`config.mk`:
```
export PLATFORM = sky130hd
export DESIGN_NAME = mmio_command_queue
export DESIGN_NICKNAME = d
export VERILOG_FILES = /design/src/mcq_pkg.sv /design/src/mmio_command_queue.sv
export VERILOG_INCLUDE_DIRS = /design/src /design/src/src
export SDC_FILE = /design/constraint.sdc
export NUM_CORES = 2
export LEC_CHECK = 0
export CAP_MARGIN = 15
export CORE_UTILIZATION = 40
export CTS_CLUSTER_SIZE = 28
export DETAILED_ROUTE_END_ITERATION = 10
export DONT_BUFFER_PORTS = 1
export GPL_ROUTABILITY_DRIVEN = 0
export PLACE_DENSITY = 0.66
export SYNTH_ARGS = -nofsm -noshare
export SYNTH_HDL_FRONTEND = slang
export SYNTH_SLANG_ARGS = --single-unit
```
`constraint.sdc`:
```
create_clock -name clk -period 12 [get_ports clk]
set_clock_uncertainty 0.15 [all_clocks]
set_input_delay 0.6 -clock clk [delete_from_list [all_inputs] [get_ports clk]]
set_output_delay 0.6 -clock clk [all_outputs]
set_load 0.01 [all_outputs]
```
`src/mmio_command_queue_assert.svh`:
```
// ---------------------------------------------------------------------------
// mmio_command_queue assertion macros
// Shorthand for clocked assertions with reset disable, same-cycle or next-cycle
// ---------------------------------------------------------------------------
`ifndef MMIO_COMMAND_QUEUE_ASSERT_SVH
`define MMIO_COMMAND_QUEUE_ASSERT_SVH

// consequent checked in the same cycle as the antecedent
`define MCQ_ASSERT_SAME(label, ante, cons, msg) \
  label: assert property (@(posedge clk) disable iff (!rst_n) (ante) |-> (cons)) \
    else $error(msg);

// consequent checked in the cycle after the antecedent
`define MCQ_ASSERT_NEXT(label, ante, cons, msg) \
  label: assert property (@(posedge clk) disable iff (!rst_n) (ante) |=> (cons)) \
    else $error(msg);

`endif

```
`src/mcq_pkg.sv`:
```
// ---------------------------------------------------------------------------
// mcq_pkg
// Codes, constants and helpers of the memory-mapped command queue
// ---------------------------------------------------------------------------
`default_nettype none

package mcq_pkg;

  // default sizing
  localparam int QUEUE_DEPTH_DEF = 8;
  localparam int CMD_BYTES_DEF   = 32;

  // input command codes
  localparam logic [1:0] CMD_WRITE = 2'd0;
  localparam logic [1:0] CMD_READ  = 2'd1;
  localparam logic [1:0] CMD_DONE  = 2'd2;
  localparam logic [1:0] CMD_TICK  = 2'd3;

  // result status codes
  localparam logic [1:0] STS_OK    = 2'd0;
  localparam logic [1:0] STS_RETRY = 2'd1;
  localparam logic [1:0] STS_ERROR = 2'd2;

  // result kinds
  localparam logic KIND_STATUS = 1'b0;
  localparam logic KIND_BEAT   = 1'b1;

  // largest legal access size in bytes
  localparam logic [3:0] MAX_SIZE = 4'd8;

  // downstream address pattern
  localparam logic [30:0] DISPATCH_BASE = 31'h7000_0000;
  localparam logic [3:0]  NIBBLE        = 4'hF;

  typedef enum logic [2:0] {
    S_IDLE,
    S_DECODE,
    S_EXEC,
    S_STG_LO,
    S_STG_HI,
    S_PUSH,
    S_STATUS,
    S_DISP
  } state_t;

  // downstream address from the first command word
  function automatic logic [30:0] dispatch_target(input logic [63:0] w);
    return DISPATCH_BASE
         | (31'(w[27:24] & NIBBLE) << 24)
         | (31'(w[23:20] & NIBBLE) << 20);
  endfunction

  // byte lane enables for an access of sz bytes (1 to 8)
  function automatic logic [7:0] size_lanes(input logic [3:0] sz);
    logic [8:0] one_hot;
    one_hot = 9'd1 << sz;
    return 8'(one_hot - 9'd1);
  endfunction

  // expand byte lane enables to a bit mask
  function automatic logic [63:0] lane_mask(input logic [7:0] be);
    logic [63:0] m;
    m = '0;
    for (int l = 0; l < 8; l++) begin
      m[8*l +: 8] = {8{be[l]}};
    end
    return m;
  endfunction

endpackage

`default_nettype wire

```
`src/mmio_command_queue.sv`:
```
// ---------------------------------------------------------------------------
// mmio_command_queue
// Command queue fed through a memory-mapped window, dispatched downstream
// ---------------------------------------------------------------------------
// Usage: an input word (command, address, size, data) is taken when start is
// high and busy is low. Bus writes to the data half of the window, at the
// window base, land in a staging buffer; writes of 0 / 1 to the control half
// push the staging buffer into the queue / drop the head. A tick reopens the
// push gate, a completion retires the command in flight.
// Each word yields one status result, then, when it starts a dispatch, one
// 64-bit beat per eight command bytes. Results sit on the out_ ports for one
// cycle with out_valid high; the receiver cannot stall them.
// Steps: accept, decode, execute, then the status result. A staging write
// adds S_STG_LO, and S_STG_HI when it touches a second row of the staging
// memory; a push adds S_PUSH for the row copy from the staging memory to
// the queue memory, and a dispatch adds S_DISP, one queue memory read per
// beat. Only one word is in progress at a time, so reads and writes of the
// same memory row never overlap.
// Reset: queue empty, staging buffer zero (row valid bits), push gate open,
// nothing in flight, window base zero. cfg_we writes the window base at once.
// ---------------------------------------------------------------------------
`default_nettype none

module mmio_command_queue
  import mcq_pkg::*;
#(
  parameter int QUEUE_DEPTH = QUEUE_DEPTH_DEF,
  parameter int CMD_BYTES   = CMD_BYTES_DEF
) (
  input  wire logic        clk,
  input  wire logic        rst_n,
  // configuration
  input  wire logic        cfg_we,
  input  wire logic [31:0] cfg_wdata,
  // input word
  input  wire logic        start,
  output logic             busy,
  input  wire logic [1:0]  in_command,
  input  wire logic [31:0] in_address,
  input  wire logic [3:0]  in_size,
  input  wire logic [63:0] in_data,
  // results
  output logic             out_valid,
  output logic             out_kind,
  output logic [1:0]       out_status,
  output logic [30:0]      out_dest_addr,
  output logic [63:0]      out_beat_data,
  output logic             out_last,
  output logic [3:0]       out_occupancy,
  output logic             out_push_ready
);

  localparam int BEATS   = (CMD_BYTES + 7) / 8;
  localparam int SROW_W  = (BEATS > 1) ? $clog2(BEATS) : 1;
  localparam int OFF_W   = SROW_W + 3;
  localparam int BCNT_W  = $clog2(BEATS + 1);
  localparam int PTR_W   = (QUEUE_DEPTH > 1) ? $clog2(QUEUE_DEPTH) : 1;
  localparam int CNT_W   = $clog2(QUEUE_DEPTH + 1);
  localparam int QWORDS  = QUEUE_DEPTH * BEATS;
  localparam int QA_W    = (QWORDS > 1) ? $clog2(QWORDS) : 1;

  // control state
  state_t               state_r, state_nxt;
  logic [PTR_W-1:0]     head_r, head_nxt;
  logic [PTR_W-1:0]     tail_r, tail_nxt;
  logic [CNT_W-1:0]     count_r, count_nxt;
  logic                 gate_r, gate_nxt;
  logic                 dbusy_r, dbusy_nxt;
  logic                 disp_r, disp_nxt;
  logic [1:0]           status_r, status_nxt;
  logic [BCNT_W-1:0]    cnt_r, cnt_nxt;
  logic [QA_W-1:0]      push_base_r, push_base_nxt;
  logic [31:0]          win_base_r;
  logic [BEATS-1:0]     stg_vld_r;

  // payload registers
  logic [1:0]           cmd_r;
  logic [31:0]          addr_r;
  logic [3:0]           size_r;
  logic [63:0]          data_r;
  logic                 lt_base_r;
  logic [31:0]          off_r;
  logic [7:0]           be8_r;
  logic                 val_zero_r;
  logic                 val_one_r;
  logic [30:0]          target_r;

  // memories
  logic [63:0]          stg_mem [BEATS];
  logic [63:0]          q_mem [QWORDS];
  logic [63:0]          stg_rdata_r;
  logic                 stg_rvld_r;
  logic [63:0]          q_rdata_r;

  // memory control
  logic                 stg_we;
  logic [SROW_W-1:0]    stg_row;
  logic [63:0]          stg_wdata;
  logic [7:0]           stg_be;
  logic                 stg_re;
  logic                 stg_clear;
  logic                 q_we;
  logic [QA_W-1:0]      q_waddr;
  logic                 q_re;
  logic [QA_W-1:0]      q_raddr;

  // helpers
  logic                 accept;
  logic [127:0]         stg_wide;
  logic [15:0]          stg_be16;
  logic [SROW_W-1:0]    row_lo;
  logic [QA_W-1:0]      head_base;
  logic                 can_push;
  logic                 win_bad;
  logic [32:0]          off_end;
  logic [BCNT_W-1:0]    last_beat;

  function automatic logic [PTR_W-1:0] ptr_inc(input logic [PTR_W-1:0] p);
    if (p == PTR_W'(QUEUE_DEPTH - 1)) begin
      return '0;
    end
    return p + 1'b1;
  endfunction

  assign accept    = start && !busy;
  assign busy      = (state_r != S_IDLE);
  assign can_push  = (count_r < CNT_W'(QUEUE_DEPTH)) && !gate_r;
  assign head_base = QA_W'(32'(head_r) * 32'(BEATS));
  assign last_beat = BCNT_W'(BEATS - 1);
  assign off_end   = {1'b0, off_r} + 33'(size_r);
  assign win_bad   = lt_base_r || (size_r == 4'd0) || (size_r > MAX_SIZE)
                  || ({1'b0, off_r} >= 33'(2 * CMD_BYTES))
                  || (off_end > 33'(2 * CMD_BYTES));

  // staging write data placed at its byte lanes, over two rows
  assign stg_wide = 128'(data_r & lane_mask(be8_r)) << {off_r[2:0], 3'b000};
  assign stg_be16 = 16'(be8_r) << off_r[2:0];
  assign row_lo   = off_r[OFF_W-1:3];

  // configuration register
  always_ff @(posedge clk) begin
    if (!rst_n) begin
      win_base_r <= '0;
    end else if (cfg_we) begin
      win_base_r <= cfg_wdata;
    end
  end

  // control registers
  always_ff @(posedge clk) begin
    if (!rst_n) begin
      state_r     <= S_IDLE;
      head_r      <= '0;
      tail_r      <= '0;
      count_r     <= '0;
      gate_r      <= 1'b0;
      dbusy_r     <= 1'b0;
      disp_r      <= 1'b0;
      status_r    <= STS_OK;
      cnt_r       <= '0;
      push_base_r <= '0;
      stg_vld_r   <= '0;
    end else begin
      state_r     <= state_nxt;
      head_r      <= head_nxt;
      tail_r      <= tail_nxt;
      count_r     <= count_nxt;
      gate_r      <= gate_nxt;
      dbusy_r     <= dbusy_nxt;
      disp_r      <= disp_nxt;
      status_r    <= status_nxt;
      cnt_r       <= cnt_nxt;
      push_base_r <= push_base_nxt;
      if (stg_clear) begin
        stg_vld_r <= '0;
      end else if (stg_we) begin
        stg_vld_r[stg_row] <= 1'b1;
      end
    end
  end

  // input capture and decode registers
  always_ff @(posedge clk) begin
    if (accept) begin
      cmd_r  <= in_command;
      addr_r <= in_address;
      size_r <= in_size;
      data_r <= in_data;
    end
    if (state_r == S_DECODE) begin
      lt_base_r  <= addr_r < win_base_r;
      off_r      <= addr_r - win_base_r;
      be8_r      <= size_lanes(size_r);
      val_zero_r <= (data_r & lane_mask(size_lanes(size_r))) == 64'd0;
      val_one_r  <= (data_r & lane_mask(size_lanes(size_r))) == 64'd1;
    end
    if (state_r == S_DISP && cnt_r == '0) begin
      target_r <= dispatch_target(q_rdata_r);
    end
  end

  // staging memory: byte-lane writes, rows not yet valid fill with zeros
  always_ff @(posedge clk) begin
    if (stg_we) begin
      for (int l = 0; l < 8; l++) begin
        if (stg_be[l] || !stg_vld_r[stg_row]) begin
          stg_mem[stg_row][8*l +: 8] <= stg_be[l] ? stg_wdata[8*l +: 8] : 8'h00;
        end
      end
    end
    if (stg_re) begin
      stg_rdata_r <= stg_mem[cnt_r[SROW_W-1:0]];
      stg_rvld_r  <= stg_vld_r[cnt_r[SROW_W-1:0]];
    end
  end

  // queue memory
  always_ff @(posedge clk) begin
    if (q_we) begin
      q_mem[q_waddr] <= stg_rvld_r ? stg_rdata_r : 64'd0;
    end
    if (q_re) begin
      q_rdata_r <= q_mem[q_raddr];
    end
  end

  // next state and memory control
  always_comb begin
    state_nxt     = state_r;
    head_nxt      = head_r;
    tail_nxt      = tail_r;
    count_nxt     = count_r;
    gate_nxt      = gate_r;
    dbusy_nxt     = dbusy_r;
    disp_nxt      = disp_r;
    status_nxt    = status_r;
    cnt_nxt       = cnt_r;
    push_base_nxt = push_base_r;
    stg_we        = 1'b0;
    stg_row       = row_lo;
    stg_wdata     = stg_wide[63:0];
    stg_be        = stg_be16[7:0];
    stg_re        = 1'b0;
    stg_clear     = 1'b0;
    q_we          = 1'b0;
    q_waddr       = QA_W'(32'(push_base_r) + 32'(cnt_r) - 32'd1);
    q_re          = 1'b0;
    q_raddr       = head_base;

    case (state_r)
      S_IDLE: begin
        if (accept) begin
          state_nxt = S_DECODE;
        end
      end

      S_DECODE: begin
        state_nxt = S_EXEC;
      end

      S_EXEC: begin
        status_nxt = STS_OK;
        state_nxt  = S_STATUS;
        cnt_nxt    = '0;
        case (cmd_r)
          CMD_WRITE: begin
            if (win_bad) begin
              status_nxt = STS_RETRY;
            end else if (off_r < 32'(CMD_BYTES)) begin
              // data half
              if (off_end > 33'(CMD_BYTES)) begin
                status_nxt = STS_RETRY;
              end else begin
                state_nxt = S_STG_LO;
              end
            end else if (val_zero_r) begin
              // push request
              if (can_push) begin
                tail_nxt      = ptr_inc(tail_r);
                count_nxt     = count_r + 1'b1;
                gate_nxt      = 1'b1;
                push_base_nxt = QA_W'(32'(tail_r) * 32'(BEATS));
                state_nxt     = S_PUSH;
              end else begin
                status_nxt = STS_RETRY;
              end
            end else if (val_one_r) begin
              // pop request
              if (count_r == '0) begin
                status_nxt = STS_ERROR;
              end else begin
                head_nxt  = ptr_inc(head_r);
                count_nxt = count_r - 1'b1;
              end
            end else begin
              status_nxt = STS_RETRY;
            end
          end
          CMD_READ: begin
            status_nxt = STS_RETRY;
          end
          CMD_DONE: begin
            if (!dbusy_r || count_r == '0) begin
              status_nxt = STS_ERROR;
            end else begin
              head_nxt  = ptr_inc(head_r);
              count_nxt = count_r - 1'b1;
              dbusy_nxt = 1'b0;
            end
          end
          CMD_TICK: begin
            gate_nxt = 1'b0;
          end
          default: begin
            status_nxt = STS_RETRY;
          end
        endcase
        // start a dispatch when idle downstream and a command is queued
        disp_nxt = !dbusy_nxt && (count_nxt != '0);
        if (disp_nxt) begin
          dbusy_nxt = 1'b1;
        end
      end

      S_STG_LO: begin
        stg_we = 1'b1;
        if (stg_be16[15:8] != 8'h00) begin
          state_nxt = S_STG_HI;
        end else begin
          state_nxt = S_STATUS;
        end
      end

      S_STG_HI: begin
        stg_we    = 1'b1;
        stg_row   = row_lo + 1'b1;
        stg_wdata = stg_wide[127:64];
        stg_be    = stg_be16[15:8];
        state_nxt = S_STATUS;
      end

      // copy staging rows into the queue entry, one row a cycle
      S_PUSH: begin
        stg_re  = (cnt_r < BCNT_W'(BEATS));
        q_we    = (cnt_r != '0);
        cnt_nxt = cnt_r + 1'b1;
        if (cnt_r == BCNT_W'(BEATS)) begin
          stg_clear = 1'b1;
          cnt_nxt   = '0;
          state_nxt = S_STATUS;
        end
      end

      S_STATUS: begin
        q_re    = disp_r;
        cnt_nxt = '0;
        if (disp_r) begin
          state_nxt = S_DISP;
        end else begin
          state_nxt = S_IDLE;
        end
      end

      // one beat a cycle, next read issued alongside
      S_DISP: begin
        q_re    = (cnt_r != last_beat);
        q_raddr = QA_W'(32'(head_base) + 32'(cnt_r) + 32'd1);
        cnt_nxt = cnt_r + 1'b1;
        if (cnt_r == last_beat) begin
          cnt_nxt   = '0;
          state_nxt = S_IDLE;
        end
      end

      default: begin
        state_nxt = S_IDLE;
      end
    endcase
  end

  // result ports
  always_comb begin
    out_valid       = (state_r == S_STATUS) || (state_r == S_DISP);
    out_kind        = (state_r == S_DISP) ? KIND_BEAT : KIND_STATUS;
    out_status      = (state_r == S_STATUS) ? status_r : STS_OK;
    out_dest_addr   = '0;
    out_beat_data   = '0;
    out_last        = 1'b0;
    if (state_r == S_STATUS) begin
      out_last = !disp_r;
    end
    if (state_r == S_DISP) begin
      out_dest_addr   = (cnt_r == '0) ? dispatch_target(q_rdata_r) : target_r;
      out_beat_data   = q_rdata_r;
      out_last        = (cnt_r == last_beat);
    end
    out_occupancy  = 4'(count_r);
    out_push_ready = can_push;
  end

  // checks
`include "mmio_command_queue_assert.svh"

  `MCQ_ASSERT_SAME(a_count_range, 1'b1, count_r <= CNT_W'(QUEUE_DEPTH), "queue count overflow")
  `MCQ_ASSERT_SAME(a_beat_in_flight, out_valid && out_kind == KIND_BEAT, dbusy_r, "beat without dispatch in flight")
  `MCQ_ASSERT_NEXT(a_status_then_beat, out_valid && out_kind == KIND_STATUS && !out_last, out_valid && out_kind == KIND_BEAT, "dispatch did not follow status")
  `MCQ_ASSERT_NEXT(a_last_ends_word, out_valid && out_last, !out_valid && !busy, "result after last of a word")

endmodule

`default_nettype wire

```
== After elaboration in Yosys (flattened, before gate mapping) ==
Memory sizes are Yosys's and may differ from the RTL's. A register that Yosys moved wholly into a read port is not among the register bits.
Cells that the tools add are included.
W data, S select, Z words.
Word-level totals
  bits in writable memories: 2304
  flip-flop bits (word level): 237
  memories kept: 2
  bits of input ports: 138
Cells by class
  equality and inequality tests: 27
  shifts and indexed selects: 3
  magnitude comparators: 11
  muxes and demuxes: 130
  bitwise operators: 7
  add/subtract/negate cells: 13
  reduce and logical (&&, ||, !) cells: 45
Memories
  q_mem: depth 32, width 64, read ports 1, clocked after Yosys merged registers in 1, write ports 1, RTL line mmio_command_queue.sv:90  | logic [63:0] q_mem [QWORDS];
  stg_mem: depth 4, width 64, read ports 1, clocked after Yosys merged registers in 1, write ports 1, RTL line mmio_command_queue.sv:89  | logic [63:0] stg_mem [BEATS];
Operator list (count)
  $mux W64: 3
  $and A64 B64 Y64: 2
  $shl A64 B6 Y128: 1
  $mux W8: 9
  $mux W1: 65
  $eq A64 B1 Y1 const B: 1
  $logic_not A64 Y1: 1
  $mux W3: 21
  $mux W31: 2
  $add A32 B4 Y33: 1
  $gt A33 B6 Y1 const B: 1
  $gt A33 B7 Y1 const B: 1
  $ge A32 B7 Y1 const B: 1
  $lt A32 B32 Y1: 1
  $lt A32 B6 Y1 const B: 1
  $mux W4: 8
  $sub A32 B32 Y32: 1
  $or A31 B24 Y31: 1
  $pmux W3 S8: 1
  $mux W2: 11
  $ne A2 B2 Y1 const B: 11
  $eq A3 B3 Y1 const B: 7
  $shl A8 B3 Y16: 1
  $logic_or A1 B1 Y1: 14
  other kinds (42): 70

== Longest topological paths before layout ==
  depth in word-level cells: 16
  depth in mapped cells: 17
  mapped depth without buffers: 12

== Worst setup path before layout ==
Ideal clock, no wire load.
  path type: flip-flop to flip-flop
  start point: reg state_r[2]
  end point: reg addr_r[0], enable pin
  library setup time: 0.564 ns
  required time: 11.286 ns
  slack: 6.029 ns
  cell stages (with the launch flop): 4
  arrival: 5.256 ns
  clock period less this slack: 5.971 ns
  path buffers: 1
  path through: dfxtp_1 -> clkbuf_1 -> or3_1 -> nor2_1
Between the ends
  word-level cells in the longest chain between the ends: 3
Ends and longest elaborated chain
  start, declared: RTL line mmio_command_queue.sv:63  | state_t state_r, state_nxt;
  start signal, assigned: RTL line mmio_command_queue.sv:164  | state_r <= state_nxt;
  $reduce_bool A3 Y1: RTL line mmio_command_queue.sv:126  | assign busy = (state_r != S_IDLE);
  net busy: RTL line mmio_command_queue.sv:37  | output logic busy,
  $logic_not A1 Y1: RTL line mmio_command_queue.sv:125  | assign accept = start && !busy;
  $logic_and A1 B1 Y1: RTL line mmio_command_queue.sv:125
  net accept: RTL line mmio_command_queue.sv:108  | logic accept;
  end signal, assigned: RTL line mmio_command_queue.sv:186  | addr_r <= in_address;
  end, declared: RTL line mmio_command_queue.sv:78  | logic [31:0] addr_r;
The timed path passes the listed nets, and every way through them passes these cells.
A chain may end at the register's enable or synchronous reset.

== Final worst setup path ==
  start point: reg state_r[1]
  end point: out out_beat_data[56]
Between the ends
  word-level cells in the longest chain between the ends: 2
Ends and longest elaborated chain
  $eq A3 B3 Y1: RTL line mmio_command_queue.sv:392  | if (state_r == S_DISP) begin
  $mux W64: RTL line mmio_command_queue.sv:392
  end, declared: RTL line mmio_command_queue.sv:47  | output logic [63:0] out_beat_data,
Every way passes these cells.

==> results.cfg <==
[status]
status = finished clean

[routing]
vias = 60388
ant_nets = 0
dr.pass1.iters = 8
wl_per_cell_um = 28.4
met2_length_um = 139000
totalWireLength_um = 289000
drt-met1-wl_um = 114000
drtIter0Drc = 7857
routed.top_layer = met4
route.detailed.drc = 0
via_per_inst = 5.94
wl_met3_um = 28200

[grt]
grt_pass1_wl_um = 416000
grtUsageTotal_pct = 20.9
antenna_found_initial = 18
grt_pass1_vias = 59645
grt_max_degree = 209
globalRouteOverflowTotal = 0

[setup_path]
worstPathArrival_ns = 5.23
critPathMaxStageDelay_ns = 0.93
critPathBufInv = 3
setup.worst_path.class = flip-flop to primary output
end_kind = primary output
crit_chain = nand3_4 > inv_8 > buf_12 > buf_4 > and2_1
worst_path_max_delay_cell = buf_4
worstPathMaxFanout = 143
crit_family = buffers and inverters
required_ns = 11.25
critPathLaunchType = flip-flop

[timing]
drv_slew = 0
relSlewSlack_pct = 22.5
rsz0062_at_grt = no
fin_crit_sh_pct = 49.8
hold_viol = 0
fin_setup_tns_ns = 0
min_period_ns = 5.98
fmax_ghz = 0.167
setup_viol = 0
tightest_slew_ns = 1.16

[pwr]
clkPwrFrac_pct = 38.3
ir_drop_mv = 0.189
p_int_uw = 16200
p_comb_share_pct = 10.7
power_switching_uw = 5290
leakage_uw = 0.0382
p_per_area_mw_per_mm2 = 176
power_frac_seq_pct = 50.9
power.share.switching_pct = 24.7

[layout]
ff_latch_area_mm2 = 0.0789
num-fill-cells = 22213
stdcell_area_mm2 = 0.122
fin_nets = 6615
multi_input_area_mm2 = 0.0272
drive_gt1_share_pct = 17.4
area_growth_syn_to_layout_pct = 13.3

[synth]
synthMuxAreaShare_pct = 11.7
syn_avg_cell_area_um2 = 17.2
yosys.area_share.simple_pct = 5.77
seq_area_frac_synth_pct = 73.2
syn_inst = 6253
synth-warning-count = 0
synth_top_family_by_area = multiplexers
ys_ff_latch = 2646
synth_compound_area_share_pct = 6.35
syn_area_mm2 = 0.108
async_flop_share_pct = 0
synthDistinctLibCells = 88
synthFlopType = edfxtp_1
synthAdderAreaFrac_pct = 0.706
synth-xor-area-share_pct = 0.309
synth-edff-count = 2586

[floorplanning]
die_h_um = 521
fp-row-count = 190
dieArea_mm2 = 0.272
start_util_pct = 40.2
die_w_um = 521
ios = 244
core_mm2 = 0.268

[clock_network]
clk_path_buf_depth = 4
tritoncts = yes
h-tree-depth = 5
clock-sinks = 2646
ctsHoldBuffers = 168
postCtsSetupBuffers = 0
clk_pin_slew_ns = 0.06
cts-root-buf = clkbuf_16
clk_latency_ns = 0.95
numCtsBuffers = 281
cts.repair.resized = 0

[min_path]
min_path_type = input pin to flip-flop

[placed_design]
post_dp_cell_area_mm2 = 0.112
io_buffers = 0
hpwl_um = 153000

[run]
max-cap-violations = 0
==> Yosys cell counts, types with 30 or more instances <==
master / instances / area [um2]
edfxtp_1: 2586 / 77700
nor2_1: 522 / 1960
mux4_2: 487 / 11000
clkbuf_1: 268 / 1010
a21oi_1: 251 / 1260
nand2_1: 244 / 916
o21ai_0: 205 / 1030
and2_1: 150 / 938
nand2b_1: 148 / 926
o22ai_1: 137 / 857
a211oi_1: 117 / 878
mux2_2: 85 / 957
buf_2: 73 / 365
inv_1: 73 / 274
o211ai_1: 73 / 548
mux2i_1: 72 / 721
or3_1: 69 / 432
dfxtp_1: 60 / 1200
ha_1: 56 / 701
o221ai_1: 54 / 473
buf_1: 53 / 199
nor3_1: 46 / 230
nand3_1: 34 / 170
nor4_1: 33 / 206
a22o_1: 30 / 263
==> area by class of cell <==
cell class / instances / share of cell area, %
flip-flops and latches: 2646 / 64.6
multi-input cells: 3122 / 22.2
clock inverters: 121 / 0.817
repair buffers: 290 / 2.32
diodes: 8 / 0.0164
clock buffers: 356 / 6.16
well taps: 3552 / 3.64
inverters: 77 / 0.249
==> cells by family (layout without fill, tap and decap cells) <==
| family | after synthesis | count (layout) |
|---|---|---|
| AO/OA/AOI/OAI | 1053 | 1053 |
| XOR/XNOR | 38 | 38 |
| adder cells (fa/ha/maj) | 59 | 59 |
| buffers and inverters | 504 | 844 |
| flip-flops | 2646 | 2646 |
| multiplexers | 644 | 644 |
| other | 1 | 28 |
| AND/OR/NAND/NOR | 1308 | 1308 |
==> power by group through the flow <==
stage | registers (uW) | logic, uW | clock network (uW)
6_report | 10900 | 2300 | 8220
2_1_floorplan | 11000 | 1610 | 0
5_1_grt | 10900 | 2480 | 8640
3_3_place_gp | 11100 | 2140 | 0
4_1_cts | 10900 | 2250 | 8310
3_5_place_dp | 11100 | 2200 | 0
==> layout by cell type, fill, tap and decap left out, types with 64 or more instances in the layout <==
cell type	instances
a211oi_1	117
a21oi_1	251
and2_1	140
buf_4	107
clkbuf_1	64
clkbuf_16	290
dlygate4sd3_1	168
edfxtp_1	2586
inv_1	73
mux2_2	85
mux2i_1	72
mux4_2	487
nand2_1	242
nand2b_1	148
nor2_1	497
o211ai_1	73
o21ai_0	205
o22ai_1	137
or3_1	69
==> routing by layer <==
| layer | track usage (%) | vias to the layer above |
|---|---|---|
| li1 | - | 25209 |
| met1 | 28.6 | 31456 |
| met2 | 33.9 | 3250 |
| met3 | 4.16 | 473 |
| met4 | 6.02 | 0 |
| met5 | 0 | - |
==> sequential cells by signal, indices dropped and copies added, names as in the netlist, 8 cells and up <==
register and flops:
stg_mem 256, addr_r 32, data_r 64, q_mem 2048, target_r 8, be8_r 8
off_r 32, stg_rdata_r 64, win_base_r 32, q_rdata_r 64
==> path summary, 6_finish.rpt <==
path	start	to	slack (ns)	cells after the start
max	state_r[1]$_SDFFE_PN0P_	out_beat_data[56]	6.02	5
min	rst_n	head_r[2]$_SDFFE_PN0P_	0.1	2
max reg2reg	state_r[1]$_SDFFE_PN0P_	q_rdata_r[41]$_DFFE_PP_	6.25	8
min reg2reg	status_r[0]$_SDFFE_PN0P_	status_r[0]$_SDFFE_PN0P_	0.30	2
==> through the flow <==
step | setup slack (ns) | util, % | hold WS [ns] | total power, uW | instances
global route | 5.90 | 45.6 | 0.0714 | 22100 | 10167
finish | 6.02 | 45.6 | 0.0995 | 21400 | 10172
CTS | 6.14 | 45.5 | 0.0256 | 21500 | 10155
detailed placement | 6.26 | 41.7 | 0.293 | 13300 | 9510
floorplan | 6.03 | - | 0.277 | 12600 | 6272
global placement | 6.30 | 41.7 | 0.290 | 13200 | 9509
(Power assumes the default switching activity.)
